**config.mk**
```make
export PLATFORM = sky130hd
export DESIGN_NAME = ctrie_ctrl
export DESIGN_NICKNAME = d
export VERILOG_FILES = /design/src/rtl/ctrie_pkg.sv /design/src/rtl/ctrie_ctrl.sv
export SDC_FILE = /design/constraint.sdc
export NUM_CORES = 1
export LEC_CHECK = 0
export BUFFER_PORTS_ARGS = -buffer_cell sky130_fd_sc_hd__buf_2
export CELL_PAD_IN_SITES_DETAIL_PLACEMENT = 0
export CELL_PAD_IN_SITES_GLOBAL_PLACEMENT = 2
export CORE_AREA = 5 5 42 44
export DETAILED_ROUTE_END_ITERATION = 10
export DIE_AREA = 0 0 47 49
export PLACE_DENSITY = 0.74
export RECOVER_POWER = 25
export SKIP_CTS_REPAIR_TIMING = 1
export SLEW_MARGIN = 20
export SYNTH_ARGS = -nofsm -noshare
export SYNTH_HDL_FRONTEND = slang
export SYNTH_SLANG_ARGS = --single-unit
```
**constraint.sdc**
```tcl
create_clock -name clock -period 2.31 [get_ports clock]
set_clock_uncertainty 0.1 [all_clocks]
set_input_delay 0.3465 -clock clock [delete_from_list [all_inputs] [get_ports clock]]
set_output_delay 0.3465 -clock clock [all_outputs]
set_load 0.005 [all_outputs]
```
**src/rtl/ctrie_pkg.sv**
```systemverilog
// Shared types and constants for the counted trie engine.
// Depends on nothing; imported by every module of the block.
package ctrie_pkg;

   localparam int NODES_DEF      = 4096;
   localparam int ALPHABET_DEF   = 26;
   localparam int COUNT_BITS_DEF = 16;

   localparam int CMD_W    = 2;
   localparam int LETTER_W = 5;
   localparam int WCOUNT_W = 16;

   localparam logic [CMD_W-1:0] CMD_INSERT = 2'd0;
   localparam logic [CMD_W-1:0] CMD_DELETE = 2'd1;
   localparam logic [CMD_W-1:0] CMD_QUERY  = 2'd2;

   typedef struct packed {
      logic capture;
      logic lookup;
      logic clear;
      logic count;
      logic emit;
   } ctl_cmd_type;

   typedef struct packed {
      logic alloc;
      logic last;
      logic live;
   } dp_status_type;

endpackage

```
**src/rtl/ctrie_ctrl.sv**
```systemverilog
// Controller of the counted trie engine: sequences lookup, node clear,
// count update and result hand-off. Depends on ctrie_pkg.
module ctrie_ctrl (
   input  logic                     clock,
   input  logic                     reset,
   input  logic                     req_valid,
   output logic                     req_ready,
   output logic                     rsp_valid,
   input  logic                     rsp_ready,
   input  ctrie_pkg::dp_status_type status,
   output ctrie_pkg::ctl_cmd_type   cmd
);
   import ctrie_pkg::*;

   typedef enum logic [2:0] {
      S_IDLE,
      S_LOOKUP,
      S_CLEAR,
      S_COUNT,
      S_EMIT
   } state_type;

   state_type state_ff;
   logic      req_ready_ff;
   logic      rsp_valid_ff;
   logic      out_free;

   assign req_ready = req_ready_ff;
   assign rsp_valid = rsp_valid_ff;
   assign out_free  = !rsp_valid_ff || rsp_ready;

   always_comb begin
      cmd         = '0;
      cmd.capture = (state_ff == S_IDLE) && req_valid && req_ready_ff;
      cmd.lookup  = (state_ff == S_LOOKUP);
      cmd.clear   = (state_ff == S_CLEAR);
      cmd.count   = (state_ff == S_COUNT);
      cmd.emit    = (state_ff == S_EMIT) && out_free;
   end

   always_ff @(posedge clock) begin
      if (reset) begin
         state_ff     <= S_IDLE;
         req_ready_ff <= 1'b1;
         rsp_valid_ff <= 1'b0;
      end else begin
         if (rsp_valid_ff && rsp_ready && !cmd.emit) begin
            rsp_valid_ff <= 1'b0;
         end
         case (state_ff)
            S_IDLE: begin
               if (cmd.capture) begin
                  state_ff     <= S_LOOKUP;
                  req_ready_ff <= 1'b0;
               end
            end
            S_LOOKUP: begin
               if (status.alloc) begin
                  state_ff <= S_CLEAR;
               end else if (status.last) begin
                  state_ff <= status.live ? S_COUNT : S_EMIT;
               end else begin
                  state_ff     <= S_IDLE;
                  req_ready_ff <= 1'b1;
               end
            end
            S_CLEAR: begin
               if (status.last) begin
                  state_ff <= S_EMIT;
               end else begin
                  state_ff     <= S_IDLE;
                  req_ready_ff <= 1'b1;
               end
            end
            S_COUNT: begin
               state_ff <= S_EMIT;
            end
            S_EMIT: begin
               if (cmd.emit) begin
                  rsp_valid_ff <= 1'b1;
                  state_ff     <= S_IDLE;
                  req_ready_ff <= 1'b1;
               end
            end
            default: begin
               state_ff     <= S_IDLE;
               req_ready_ff <= 1'b1;
            end
         endcase
      end
   end

endmodule

```
# Word level (Yosys, flattened, before mapping)
# Index checks and enable logic that the tools add are counted.
# word_totals
reg_bits,5
inputBits,7
out_inout_bits,7
wordCells,37
# op_classes
n_eq_ne,7
n_mux,15
bitwise,1
reduce_logical,11
# op_table
op,n
$mux 3,6
$pmux 3 s5,1
$mux 1,7
$eq 3x2->1 const B,2
$ne 2x2->1 const B,3
$logic_and 1x1->1,5
$pmux 1 s5,1
$reduce_and 4->1,1
$eq 3x1->1 const B,1
$eq 3x3->1 const B,1
$logic_not 3->1,1
$logic_not 1->1,2
$reduce_and 2->1,1
$logic_or 1x1->1,1
$not 1->1,1

# Longest topological paths before layout
# depth
ltp_word,8
ltp_mapped,4
depth_no_buf,4

# Least setup slack after synthesis
# No wires, ideal clock.
# synth_timing
kind,register to register
startpoint,register state_ff[0]
endpoint,register state_ff[0]
setup_time_ns,0.072
t_arrival_ns,1.205
t_required_ns,2.138
slack_ns,0.933
path_stages_with_launch,5
n_path_buf,0
period_less_slack_ns,1.377
cell_sequence,dfxtp_1 > or3b_1 > nor3b_2 > a21oi_1 > nor3b_2
# synth_via
elab_chain_cells,5
word_cells_on_any_way,12
cone_classes,eq/ne: 6; mux: 1; reduce/logical: 5
# synth_lines
item,line_no,text
start: declaration,ctrie_ctrl.sv:23,state_type state_ff;
start signal: assignment,ctrie_ctrl.sv:61,state_ff <= status.live ? S_COUNT : S_EMIT;
$logic_not 3->1,"ctrie_ctrl.sv:34, ctrie_ctrl.sv:50",
$logic_and 1x1->1 (2 in a row),ctrie_ctrl.sv:34,cmd.capture = (state_ff == S_IDLE) && req_valid && req_ready_ff;
$ne 2x2->1 (no line),-,
$reduce_and 2->1 (no line),-,
# Several ways; a longest one is shown, not always the timed one.
# A chain may end at the register's enable or synchronous reset.

==> impl_metrics.yaml <==
timing:
  rsz0062_at_grt: "no"
  fin_tns_setup_ps: 0
  fmax_mhz: 570.5
  period_share_pct: 75.89
  maxSlewHeadroom_pct: 81.68
  tightest_slew_ps: 274.9
  hold_viol: 0
  finalSetupViolCount: 0
  setup_slack_ps: 557.0
  slew_viol_final: 0
  period_needed_ps: 1753
pwr:
  leakage_nw: 0.1727
  power.density_mw_per_mm2: 616.7
  ir_drop_uv: 153.7
  p_int_mw: 0.1764
  power_switching_mw: 0.06127
  switching_share_pct: 25.78
  p_comb_share_pct: 15.7
  clkPwrFrac_pct: 43.4
  seqPwrFrac_pct: 40.8
setup_path:
  cp-endpoint: "cmd[3]"
  path_buf_inv: 2
  max_stage_delay_ps: 450
  r2r_slack_ps: 790
  crit_slowest_cell: "dfxtp_1"
  path_class: "flop to primary output"
  cp_max_fo: 8
  crit_start: "state_ff[0]"
  end_kind: "primary output"
  critPathTopFamily: "flip-flops"
  path_depth: 3
  required_ps: 1860
  r2r_cells: 4
  r2r_start: "state_ff[0]"
  rr_endpoint: "state_ff[0]"
  arrival_ps: 1310
  cp-start-kind: "flop"
  path_cells: "or3b_1 > inv_1 > buf_2"
route:
  drt-total-wl_microns: 756
  antenna_left: 0
  wire_per_inst_microns: 11.81
  route.detailed.drc: 0
  vias: 302
  drt_pass1_iterations: 4
  drtIter0Drc: 5
  post_drt_via_cell_ratio: 4.719
global_route:
  overflow: 0
  grt_max_degree: 9
  antenna_found_initial: 0
  grt_pass1_vias: 272
  gr-usage-all-layers_pct: 7.188
  grt_pass1_wl_microns: 1076
status:
  status: "complete, no violations"
place:
  io_buffers: 13
  dpl_worst_slack_ps: 788.1
  hpwl_microns: 577.2
  place.gp.congestion: 0.6528
cts:
  cts.sinks: 5
  clkLatencyLatePin_ps: 240
  clk_pin_slew_ps: 40
  cts_tree: "done"
  root_buffer: "clkbuf_4"
  htree_levels: 1
  cts_buffer_depth: 2
  cts_made_buffers: 3
floorplanning:
  dieWidth_microns: 47
  fp.coreArea_sq_mm: 0.001401
  die-area_sq_mm: 0.002303
  num_rows: 14
  ioPinCount: 14
  initial_utilization_pct: 19.64
  die_h_microns: 49
run:
  drv_cap: 0
final_layout:
  final_core_util_pct: 27.50
  syn2layout_area_growth_pct: 40.00
  antenna_cells: 0
  drive_gt1_share_pct: 39.58
  layout.nets: 56
synth:
  synth_cell_types: 20
  synth_seq_area_share_pct: 36.36
  netlist_area_sq_um: 275.3
  yosys_warnings: 0
  syn_inst: 31
  synth_seq_cells: 5
  synth_nets: 38
  syn_area_per_cell_sq_um: 8.879
worst_hold_path:
  hold_class: "input pin to flop"
## metrics by stage
step | cells | power (mW) | hold WS (ps) | cell area [sq um]
floorplan | 31 | 0.1178 | 315.6 | 275.3
global placement | 60 | 0.1370 | 366.3 | 360.3
detailed placement | 60 | 0.1368 | 372.7 | 360.3
CTS | 64 | 0.2435 | 228.7 | 386.6
global route | 64 | 0.2502 | 237.1 | 385.4
finish | 64 | 0.2377 | 235.9 | 385.4
## synth_stat cells
cell type / number / area (sq um)
a211o_1: 1 / 8.760
a21oi_1: 3 / 15.01
a31oi_1: 1 / 6.260
and3_2: 1 / 7.510
and4_1: 1 / 8.760
dfxtp_1: 5 / 100.1
inv_1: 2 / 7.510
nand2_1: 1 / 3.750
nand2b_1: 2 / 12.51
nand3_1: 2 / 10.01
nor2_1: 2 / 7.510
nor2b_1: 1 / 6.260
nor3_1: 1 / 5.000
nor3b_1: 1 / 7.510
nor3b_2: 2 / 25.02
o211ai_1: 1 / 7.510
o21a_1: 1 / 7.510
o221ai_1: 1 / 8.760
o311a_2: 1 / 11.26
or3b_1: 1 / 8.760
## cells by family after synthesis
kind of cell / after synthesis / synth area share (%)
AND/OR/NAND/NOR: 15 / 37.27
AO/OA/AOI/OAI: 9 / 23.64
flip-flops: 5 / 36.37
buffers and inverters: 2 / 2.728
## power groups by stage
| stage | Combinational, mW | Sequential (mW) | Clock, mW |
|---|---|---|---|
| after floorplan | 0.0202 | 0.0976 | 0 |
| after global placement | 0.0382 | 0.0987 | 0 |
| after detailed placement | 0.0383 | 0.0986 | 0 |
| after CTS | 0.0385 | 0.0969 | 0.108 |
| after global routing | 0.0414 | 0.0981 | 0.111 |
| final | 0.0374 | 0.0971 | 0.103 |
## per-layer routing
layer / part of all wire (%) / vias up / track usage, %
met1: 36 / 144 / 5.507
met4: 0 / 0 / 9.677
li1: - / 152 / -
met5: 0 / - / 0
met2: 57 / 6 / 11.09
met3: 6.3 / 0 / 2.583
## cell type report
class	instances	area, sq um
Sequential cell	5	100.1
Clock buffer	4	26.28
Inverter	2	7.507
Tap cell	16	20.02
Multi-Input combinational cell	24	167.7
Timing Repair Buffer	13	63.81
Fill cell	169	1016
## how the worst min path moves through the flow
stage                       end  depth (start not counted)  startpoint  slack [ps]
CTS                   rsp_valid                          2       reset         230
floorplan             rsp_valid                          1       reset         320
finish                rsp_valid                          2       reset         240
global route        state_ff[2]                          2       reset         240
detailed placement    req_ready                          1   req_ready         370
global placement      req_ready                          1   req_ready         370
## flip-flops by register name (all words and copies together) (netlist names)
signal	count
req_ready	1
rsp_valid	1
state_ff	3
## placed cells by master, fill, tap and decap left out, drive strengths merged
master   n
buf     12
nand2b   2
or3b     1
o21a     1
o221ai   1
nor2     2
nor3b    3
and4     1
inv      2
o311a    1
a211o    1
nand3    2
and3     1
nor3     1
a21oi    3
nand2    1
nor2b    1
o211ai   1
a31oi    1
clkbuf   5
dfxtp    5
No activity file was read; power rests on OpenSTA's default activity.
